<file path="config.mk">
export PLATFORM = sky130hd
export DESIGN_NAME = interval_overlay_merge_core
export DESIGN_NICKNAME = d
export VERILOG_FILES = /design/src/sv/iom_pkg.sv /design/src/sv/iom_step.sv /design/src/sv/iom_outq.sv /design/src/sv/interval_overlay_merge_core.sv
export SDC_FILE = /design/constraint.sdc
export NUM_CORES = 2
export LEC_CHECK = 0
export BUFFER_PORTS_ARGS = -buffer_cell sky130_fd_sc_hd__buf_2
export CAP_MARGIN = 20
export CORE_AREA = 10 10 301 303
export DETAILED_ROUTE_END_ITERATION = 10
export DIE_AREA = 0 0 311 313
export PLACE_DENSITY = 0.66
export SYNTH_ARGS = -nofsm -noshare
export SYNTH_HDL_FRONTEND = slang
export SYNTH_SLANG_ARGS = --single-unit
</file>
<file path="constraint.sdc">
create_clock -name clk -period 19 [get_ports clk]
set_input_delay 3.8 -clock clk [delete_from_list [all_inputs] [get_ports clk]]
set_output_delay 3.8 -clock clk [all_outputs]
set_load 0.02 [all_outputs]
</file>
<file path="src/sv/iom_pkg.sv">
// ----------------------------------------------------------------------------
// iom_pkg
// Shared types, codes and the interval append function of the interval
// overlay merge block.
// ----------------------------------------------------------------------------
package iom_pkg;

	localparam int POS_BITS  = 24;
	localparam int SEED_BITS = 16;

	// Item kinds carried in the func field.
	localparam logic [1:0] FN_INSERT   = 2'd0;
	localparam logic [1:0] FN_BOUNDARY = 2'd1;
	localparam logic [1:0] FN_END      = 2'd2;

	typedef enum logic [1:0] {
		PH_START    = 2'd0,
		PH_INSERT   = 2'd1,
		PH_BOUNDARY = 2'd2
	} phase_t;

	typedef logic [POS_BITS-1:0] pos_t;
	typedef logic [POS_BITS:0]   pos_ext_t;
	typedef logic [SEED_BITS-1:0] seed_t;

	typedef struct packed {
		logic [1:0] func;
		pos_t       start_pos;
		pos_t       span;
		seed_t      seed_tag;
	} item_t;

	typedef struct packed {
		pos_t  out_start;
		pos_t  out_span;
		seed_t out_seed;
		logic  row_last;
	} res_t;

	typedef struct packed {
		logic  valid;
		pos_t  start;
		pos_t  span;
		seed_t seed;
	} ival_t;

	typedef struct packed {
		phase_t   phase;
		ival_t    held;
		pos_ext_t last_ins_end;
		logic     last_ins_valid;
		ival_t    pend;
	} state_t;

	// Up to two results of one item, packed from entry zero upward.
	typedef struct packed {
		logic [1:0]     cnt;
		res_t [1:0]     item;
	} res_pair_t;

	typedef struct packed {
		ival_t pend;
		logic  emit;
		res_t  res;
	} app_t;

	// Joins an interval to the pending one when it has the same seed and
	// starts where the pending one ends; otherwise the pending interval is
	// released and the new one takes its place.
	function automatic app_t append_iv(ival_t p, pos_t s, pos_t len, seed_t seed);
		app_t     a;
		pos_ext_t pend_end;
		pos_ext_t sum;
		logic     joinable;
		pend_end = {1'b0, p.start} + {1'b0, p.span};
		sum      = {1'b0, p.span} + {1'b0, len};
		joinable = p.valid && (p.seed == seed) && (pend_end == {1'b0, s});
		a.res    = '{out_start: p.start, out_span: p.span, out_seed: p.seed,
			row_last: 1'b0};
		if (joinable) begin
			a.emit = 1'b0;
			a.pend = p;
			a.pend.span = sum[POS_BITS] ? '1 : sum[POS_BITS-1:0];
		end else begin
			a.emit = p.valid;
			a.pend = '{valid: 1'b1, start: s, span: len, seed: seed};
		end
		return a;
	endfunction

endpackage

</file>
<file path="src/sv/iom_step.sv">
// ----------------------------------------------------------------------------
// iom_step
// Next-state and result logic for one registered input item.
// ----------------------------------------------------------------------------
module iom_step (
	input  iom_pkg::state_t    cur,
	input  iom_pkg::item_t     it,
	output iom_pkg::state_t    nxt,
	output iom_pkg::res_pair_t pair
);

	iom_pkg::app_t     a1;
	iom_pkg::app_t     a2;
	iom_pkg::pos_ext_t e;
	iom_pkg::pos_ext_t hend;
	iom_pkg::res_t     d0;
	iom_pkg::res_t     d1;
	logic              e0;
	logic              e1;

	assign e    = {1'b0, it.start_pos} + {1'b0, it.span};
	assign hend = {1'b0, cur.held.start} + {1'b0, cur.held.span};

	always_comb begin
		nxt = cur;
		a1  = '{pend: cur.pend, emit: 1'b0, res: '0};
		a2  = '{pend: cur.pend, emit: 1'b0, res: '0};
		e0  = 1'b0;
		e1  = 1'b0;
		d0  = '0;
		d1  = '0;
		unique case (it.func)
			iom_pkg::FN_END: begin
				if (cur.phase != iom_pkg::PH_START) begin
					if (cur.held.valid) begin
						a1 = iom_pkg::append_iv(cur.pend, cur.held.start,
							cur.held.span, cur.held.seed);
					end
					e0 = a1.emit;
					d0 = a1.res;
					e1 = a1.pend.valid;
					d1 = '{out_start: a1.pend.start, out_span: a1.pend.span,
						out_seed: a1.pend.seed, row_last: 1'b1};
				end
				nxt = '0;
			end
			iom_pkg::FN_BOUNDARY: begin
				if (it.span != '0) begin
					if (cur.held.valid) begin
						a1 = iom_pkg::append_iv(cur.pend, cur.held.start,
							cur.held.span, cur.held.seed);
					end
					e0 = a1.emit;
					d0 = a1.res;
					nxt.pend = a1.pend;
					nxt.held = '{valid: 1'b1, start: it.start_pos, span: it.span,
						seed: it.seed_tag};
					// Cut the new boundary against the end of the last insert.
					if (cur.last_ins_valid && ({1'b0, it.start_pos} < cur.last_ins_end)) begin
						if (e > cur.last_ins_end) begin
							nxt.held.span  = iom_pkg::pos_t'(e - cur.last_ins_end);
							nxt.held.start = cur.last_ins_end[iom_pkg::POS_BITS-1:0];
						end else begin
							nxt.held = '0;
						end
					end
					nxt.phase = iom_pkg::PH_BOUNDARY;
				end
			end
			iom_pkg::FN_INSERT: begin
				if (it.span != '0) begin
					if (cur.held.valid) begin
						if ({1'b0, it.start_pos} < hend) begin
							// The part of the boundary before the insert, if any.
							if (it.start_pos > cur.held.start) begin
								a1 = iom_pkg::append_iv(cur.pend, cur.held.start,
									it.start_pos - cur.held.start, cur.held.seed);
							end
						end else begin
							a1 = iom_pkg::append_iv(cur.pend, cur.held.start,
								cur.held.span, cur.held.seed);
						end
						if (e < hend) begin
							nxt.held.span  = iom_pkg::pos_t'(hend - e);
							nxt.held.start = e[iom_pkg::POS_BITS-1:0];
						end else begin
							nxt.held = '0;
						end
					end
					a2 = iom_pkg::append_iv(a1.pend, it.start_pos, it.span, it.seed_tag);
					e0 = a1.emit;
					d0 = a1.res;
					e1 = a2.emit;
					d1 = a2.res;
					nxt.pend           = a2.pend;
					nxt.last_ins_end   = e;
					nxt.last_ins_valid = 1'b1;
					nxt.phase          = iom_pkg::PH_INSERT;
				end
			end
			default: begin
			end
		endcase

		// Pack the results from entry zero upward.
		if (e0) begin
			pair.item[0] = d0;
			pair.item[1] = d1;
			pair.cnt     = e1 ? 2'd2 : 2'd1;
		end else begin
			pair.item[0] = d1;
			pair.item[1] = '0;
			pair.cnt     = e1 ? 2'd1 : 2'd0;
		end
	end

endmodule

</file>
<file path="src/sv/iom_outq.sv">
// ----------------------------------------------------------------------------
// iom_outq
// Small result queue: takes up to two results a cycle, releases one while the receiver does not stall.
// ----------------------------------------------------------------------------
module iom_outq #(
	parameter int DEPTH = 4
) (
	input  logic               clk,
	input  logic               arst_n,
	input  iom_pkg::res_pair_t push,
	output logic               room2,
	output logic               res_valid,
	input  logic               res_stall,
	output iom_pkg::res_t      res
);

	localparam int AW = (DEPTH > 1) ? $clog2(DEPTH) : 1;
	localparam int CW = $clog2(DEPTH + 1);

	iom_pkg::res_t  entry_q [DEPTH];
	logic [AW-1:0]  wr_q;
	logic [AW-1:0]  rd_q;
	logic [CW-1:0]  cnt_q;
	logic [AW-1:0]  wr1;
	logic           pop;

	function automatic logic [AW-1:0] ptr_inc(input logic [AW-1:0] p);
		return (p == AW'(DEPTH - 1)) ? '0 : p + 1'b1;
	endfunction

	assign wr1       = ptr_inc(wr_q);
	assign res_valid = (cnt_q != '0);
	assign pop       = res_valid && !res_stall;
	assign res       = entry_q[rd_q];
	assign room2     = (cnt_q <= CW'(DEPTH - 2));

	always_ff @(posedge clk) begin
		if (push.cnt != 2'd0) begin
			entry_q[wr_q] <= push.item[0];
		end
		if (push.cnt == 2'd2) begin
			entry_q[wr1] <= push.item[1];
		end
	end

	always_ff @(posedge clk or negedge arst_n) begin
		if (!arst_n) begin
			wr_q  <= '0;
			rd_q  <= '0;
			cnt_q <= '0;
		end else begin
			if (push.cnt == 2'd1) begin
				wr_q <= wr1;
			end else if (push.cnt == 2'd2) begin
				wr_q <= ptr_inc(wr1);
			end
			if (pop) begin
				rd_q <= ptr_inc(rd_q);
			end
			cnt_q <= cnt_q + CW'(push.cnt) - CW'(pop);
		end
	end

endmodule

</file>
<file path="src/sv/interval_overlay_merge_core.sv">
// ----------------------------------------------------------------------------
// interval_overlay_merge_core
// Overlays insert intervals on boundary intervals of one row and coalesces
// touching output intervals of the same seed.
// ----------------------------------------------------------------------------
// Usage:
// Items enter on the item channel (item_valid, item_stall, item) as insert
// intervals, boundary intervals and one end-of-row marker per row. Results
// leave on the res channel (res_valid, res_stall, res); the last result of a
// row carries row_last. A transfer happens at a rising edge where valid is
// high and stall is low.
// An accepted item is captured in an input register and is worked on once
// the short result queue has room for two results; the work writes its zero,
// one or two results into that queue. Results go through the input register
// and the result queue before they are offered.
// A new item is taken every cycle while the queue has room for two results.
// The single result port sets the sustained rate: an item yielding two
// results needs two transfers on the result port.
// When the receiver stalls, the queue fills and item_stall rises; nothing is
// dropped. Reset empties the input register and the queue and returns the
// row state to its start: nothing held, nothing pending, no insert seen.
// ----------------------------------------------------------------------------
module interval_overlay_merge_core #(
	parameter int OUTQ_DEPTH = 4
) (
	input  logic           clk,
	input  logic           arst_n,
	input  logic           item_valid,
	output logic           item_stall,
	input  iom_pkg::item_t item,
	output logic           res_valid,
	input  logic           res_stall,
	output iom_pkg::res_t  res
);

	// Input stage.
	logic               vld_s1;
	iom_pkg::item_t     item_s1;

	// Row state: held boundary, last insert end and pending output interval.
	iom_pkg::state_t    state_q;
	iom_pkg::state_t    nxt;

	iom_pkg::res_pair_t pair;
	iom_pkg::res_pair_t push;
	logic               room2;
	logic               proc;
	logic               accept;

	// The registered item is worked on once the queue can take two results.
	assign proc       = vld_s1 && room2;
	assign item_stall = vld_s1 && !room2;
	assign accept     = item_valid && !item_stall;
	assign push       = proc ? pair : '0;

	always_ff @(posedge clk or negedge arst_n) begin
		if (!arst_n) begin
			vld_s1 <= 1'b0;
		end else if (accept) begin
			vld_s1 <= 1'b1;
		end else if (proc) begin
			vld_s1 <= 1'b0;
		end
	end

	always_ff @(posedge clk) begin
		if (accept) begin
			item_s1 <= item;
		end
	end

	always_ff @(posedge clk or negedge arst_n) begin
		if (!arst_n) begin
			state_q <= '0;
		end else if (proc) begin
			state_q <= nxt;
		end
	end

	iom_step u_step (
		.cur  (state_q),
		.it   (item_s1),
		.nxt  (nxt),
		.pair (pair)
	);

	iom_outq #(
		.DEPTH (OUTQ_DEPTH)
	) u_outq (
		.clk       (clk),
		.arst_n    (arst_n),
		.push      (push),
		.room2     (room2),
		.res_valid (res_valid),
		.res_stall (res_stall),
		.res       (res)
	);

	// An end marker always leaves the row state at its start.
	a_end_clears: assert property (@(posedge clk) disable iff (!arst_n)
		proc && (item_s1.func == iom_pkg::FN_END)
		|=> (state_q.phase == iom_pkg::PH_START) && !state_q.pend.valid
			&& !state_q.held.valid)
		else $error("row state not cleared after end marker");

	// Something pending means the row has started.
	a_pend_phase: assert property (@(posedge clk) disable iff (!arst_n)
		state_q.pend.valid |-> (state_q.phase != iom_pkg::PH_START))
		else $error("pending interval outside a row");

	// A held boundary piece only exists inside a row.
	a_held_phase: assert property (@(posedge clk) disable iff (!arst_n)
		state_q.held.valid |-> (state_q.phase != iom_pkg::PH_START))
		else $error("held boundary outside a row");

	// Back-pressure on items only comes from results waiting in the queue.
	a_stall_queue: assert property (@(posedge clk) disable iff (!arst_n)
		item_stall |-> res_valid)
		else $error("item stall with an empty result queue");

endmodule
</file>
After elaboration in Yosys (flattened, before gate mapping)

Memories as Yosys holds them, arrays and structs flattened.
Cells that the tools add are included.
W data, S select, Z words.

Bits in registers: 232
Bits in writable memories: 260
Bits of input ports: 70
Output and inout port bits: 67
Logic and storage cells: 136
Memories kept: 1

Add/subtract/negate cells: 15
Order comparisons: 6
Eq/ne operators: 15
Mux-type cells: 55
Reductions and logical operators: 25

Memories:

| name           | depth | bits a word | rd ports | clocked after memory_dff | write ports | RTL line       | text |
|---|---|---|---|---|---|---|---|
| u_outq.entry_q | 4     | 65          | 1        | 0                        | 2           | iom_outq.sv:20 | `iom_pkg::res_t entry_q [DEPTH];` |

Operators with widths:

| kind                | number |
|---|---|
| $mux W131           | 6 |
| $mux W65            | 8 |
| $pmux W65 S3        | 2 |
| $mux W132           | 2 |
| $pmux W67 S3        | 1 |
| $mux W66            | 3 |
| $add A24 B24 Y25    | 7 |
| $mux W158           | 1 |
| $pmux W65 S2        | 1 |
| $mux W48            | 2 |
| $mux W24            | 3 |
| $sub A24 B24 Y24    | 3 |
| $mux W67            | 1 |
| $pmux W26 S2        | 1 |
| $eq A25 B24 Y1      | 2 |
| $lt A24 B25 Y1      | 2 |
| $eq A16 B16 Y1      | 2 |
| $mux W16            | 2 |
| $gt A25 B25 Y1      | 1 |
| $lt A25 B25 Y1      | 1 |
| $gt A24 B24 Y1      | 1 |
| $reduce_bool A24 Y1 | 1 |
| $mux W1             | 14 |
| $mux W2             | 6 |
| other kinds (19)    | 43 |

Depth between registers and ports, before layout

Word-level depth: 21
Mapped depth: 54
Mapped depth without buffers: 47

Modules after synthesis

From an unflattened synthesis, not the netlist that was laid out.

Cells, all modules: 4748
Area total of the unflattened synthesis: 45553.7 µm²

Modules (own cells, without submodules):

| module                      | times used | cells each | area an instance (µm²) | sequential area each (µm²) |
|---|---|---|---|---|
| iom_step                    | 1          | 3494       | 23231.0                | 0.0 |
| iom_outq                    | 1          | 687        | 13057.5                | 7982.7 |
| interval_overlay_merge_core | 1          | 567        | 9265.1                 | 5960.7 |

Worst setup path before layout

OpenSTA, ideal clock, no wires.

Path type: register -> register
Start point: register state_q[131] (netlist bit)
End point: memory u_outq.entry_q[2][0] (netlist bit) (enable)
Library setup time: 578 ps
Arrival time: 13324 ps
Data required time: 18422 ps
Slack: 5098 ps
Cell stages (with the launch flop): 43
Buffers on the path: 4
Clock period less this slack: 13902 ps
Cells stage by stage: dfrtp_1 ha_1 fa_1 a211oi_2 o211ai_1 a31o_2 a21oi_1 o21ai_0 a21o_1 a21o_1 xor2_1 inv_1 ha_1 nand4_1 a2111oi_0 o31a_1 a21oi_2 nor2_2 (+7 left out) o2111ai_1 a21oi_1 o41ai_1 or4_1 nor4_1 nand4_1 a2111oi_4 nand4_4 or2_1 buf_2 buf_6 buf_6 a21oi_1 nor2_1 ha_1 nand2_1 ha_1 o21ai_0

RTL lines:

| item                   | RTL line                          | text |
|---|---|---|
| from (decl)            | interval_overlay_merge_core.sv:41 | `iom_pkg::state_t state_q;` |
| from (signal assigned) | interval_overlay_merge_core.sv:76 | `state_q <= nxt;` |
| to (decl)              | iom_outq.sv:20                    |  |

==> metrics <==
main combinational cell family by area after synthesis compound AO/OA/AOI/OAI gates; first-pass GRT wire length 251700 µm; post-DP HPWL 128900 µm; final setup skew 54.05 ps; Worst Path Max Fanout 38; critical path startpoint category flop; Post-CTS Hold Buffers 0; nets 5177; Slew headroom 0.2430; worst r2r path cells 42; worst r2r src state_q[132]; DRC errors left 0; Die Span Y 313 µm; CTS tree built; drt pass-1 iters 6; IO Count 137; placed insts 5852; Pleak 0.01791 µW; post-synth cell types 98; number of synthesized flops with an enable pin 326; die area 97340 µm²; # diodes 0; compound-cell area share of the yosys netlist 0.2505; post-CTS setup buffer count 0; total track usage 0.3361; status finished clean; unrepaired setup endpoints after global routing no; max cap viols 0; syn_nets 5129; yosys warns 0; ys async rst share 0.3374; number of buffers created by CTS 58; Pins Over Slew Limit 0; Detail Route Antenna Nets 0; Buffers on Ports 136; Final Hold Vio Count 0; Vias/cell 6.785; Syn Inst Count 4722; post-layout min period 14050 ps; Core ar. 84610 µm²; area of the multi-input gates 26180 µm²; # rows 107; cell mode on critical path a21oi_1; Non-Filler Instances 5962; Adder-Cell Fraction of Synth Area 0.1025; CP max stage delay 680 ps; clock sinks 492; grt ovf 0; setup TNS 0 ps; # fillers 7844; Max Clock Freq 71.20 MHz; Mapped Area 41950 µm²; root buf cell clkbuf_16; cts repair resizes 0; required time of the critical path 19270 ps; Area Overhead vs Synth 9.636%; Clock Tree Buf Depth 3; post-synthesis mux area share 0.04411; worst hold path type reg2reg; clk_lat worst skew 680 ps; vias in the first global route 38450; hold endpoint state_q[156]; CP max stage cell buf_4; Crit Path Category reg2reg; Die W 311 µm; FF/Latch Area 13950 µm²; ratio of cells with drive above 1 in the final layout 0.1025; setup violators final 0; Reg clk slew, reported paths 60 ps; Yosys reg bits 492; Post-synth top flop edfxtp_1; Tightest Pin Transition 1125 ps; syn avg cell area 8.885 µm²; Wirelength per Cell 28.67 µm; largest net degree at the start of global routing 80; Max rail drop VDD 0.0001223 V; initial core utilization 0.4958; worst hold slack 477.4 ps; htree depth 2; Final period util 0.7393; initial antenna violation count 5; commonest non-fill, non-tap cells in the layout nor2_1 (433), nand2_1 (386), a21oi_1 (379); cell depth of the worst hold path 2; Crit. End Element flop; GP Congestion 1.044; Post-Synth Simple-Gate Area 0.1719; Power Density 196.9 nW/µm²; Hold Crit Start state_q[156]; routed wire length 170900 µm; arrival time at the worst endpoint 14320 ps; DR vias 40450; Starting DRT DRC Count 5022; Seq/Total Area, Yosys 0.3323; r2r setup slk 4950 ps; Synth Area in XOR/XNOR 0.05192; r2r endpoint u_outq.entry_q[1][44]; commonest non-fill, non-tap cell in the layout nor2_1
==> layout make-up <==
type,instances,share of cell area
multi-input combinational,3734,0.5691
clock inverter,37,0.009575
inverter,223,0.01820
clock buffer,71,0.03305
tap,1144,0.03112
sequential,492,0.3033
timing repair buffer,261,0.03566
==> Yosys cell counts, types with 35 or more instances <==
master	n	area (µm²)
a211oi_1	60	450.4
a21o_1	92	690.7
a21oi_1	380	1902
a221oi_1	35	306.5
a22oi_1	93	698.2
a31oi_1	38	237.7
and2_1	60	375.4
clkbuf_1	208	780.8
dfrtp_1	166	4154
edfxtp_1	326	9789
ha_1	326	4079
inv_1	221	829.6
mux4_2	65	1464
nand2_1	390	1464
nand2b_1	60	375.4
nand3_1	144	720.7
nand3b_1	35	262.8
nand4_1	48	300.3
nor2_1	435	1633
nor2b_1	44	275.3
nor3_1	103	515.5
nor4_1	51	319.1
o21a_1	43	322.8
o21ai_0	277	1386
o221ai_1	39	341.6
o32ai_1	113	989.7
or3_1	35	219.0
xnor2_1	147	1287
xor2_1	99	867.1
==> cell families (layout without fill, tap and decap cells) <==
| kind of cell | after synthesis | after routing |
|---|---|---|
| adders and majority gates | 337 | 337 |
| and+or+nand+nor | 1506 | 1506 |
| xor gates and xnor gates | 247 | 247 |
| AOI/OAI and AO/OA | 1541 | 1541 |
| DFF | 492 | 492 |
| muxes | 103 | 103 |
| buffers and inverters | 496 | 592 |
==> state kept, by name (all words and copies together) (netlist names) <==
signal          count
item_s1            66
u_outq.wr_q         2
u_outq.cnt_q        3
vld_s1              1
u_outq.entry_q    260
u_outq.rd_q         2
state_q           158
==> worst max path at each step <==
| stage | from | endpoint | slack, ps | depth (start not counted) |
|---|---|---|---|---|
| after floorplan | state_q[131] | u_outq.entry_q[2][0] | 5100 | 42 |
| after global placement | state_q[131] | u_outq.entry_q[1][45] | 5650 | 40 |
| after detailed placement | state_q[131] | u_outq.entry_q[1][44] | 5330 | 40 |
| after CTS | state_q[131] | u_outq.entry_q[1][44] | 5300 | 40 |
| after global routing | state_q[132] | u_outq.entry_q[1][52] | 4330 | 42 |
| final | state_q[132] | u_outq.entry_q[1][44] | 4950 | 42 |
==> per-stage QoR <==
stage          cell area (µm²)  worst slack [ps]  utilization  total power, µW
4_1_cts                  45970              5299       0.5433             8887
3_5_place_dp             44010              5331       0.5201             7696
5_1_grt                  46000              4332       0.5436             9581
2_1_floorplan            41950              5098            -             5795
6_report                 46000              4954       0.5436             9056
3_3_place_gp             44010              5650       0.5201             7679
==> layer usage <==
metal	track usage	wire, µm	vias to the layer above
li1	-	-	18090
met1	0.4347	66680	19500
met2	0.5223	75010	2378
met3	0.07976	19260	470
met4	0.1701	9909	10
met5	0	57	-
==> critical path, delay by kind of cell, from the launching register on <==
family,cells,cell delay [ps]
AO/OA/AOI/OAI,21,5810
buffers and inverters,2,760
AND/OR/NAND/NOR,12,4300
flip-flops,1,610
XOR/XNOR,1,150
adder cells (fa/ha/maj),6,1960
==> where the power goes <==
part | switching (µW) | leakage [µW] | internal, µW
registers | 342 | 0.00515 | 1360
logic | 4010 | 0.0118 | 2180
clock network | 495 | 0.000942 | 668
(Power assumes the default switching activity.)
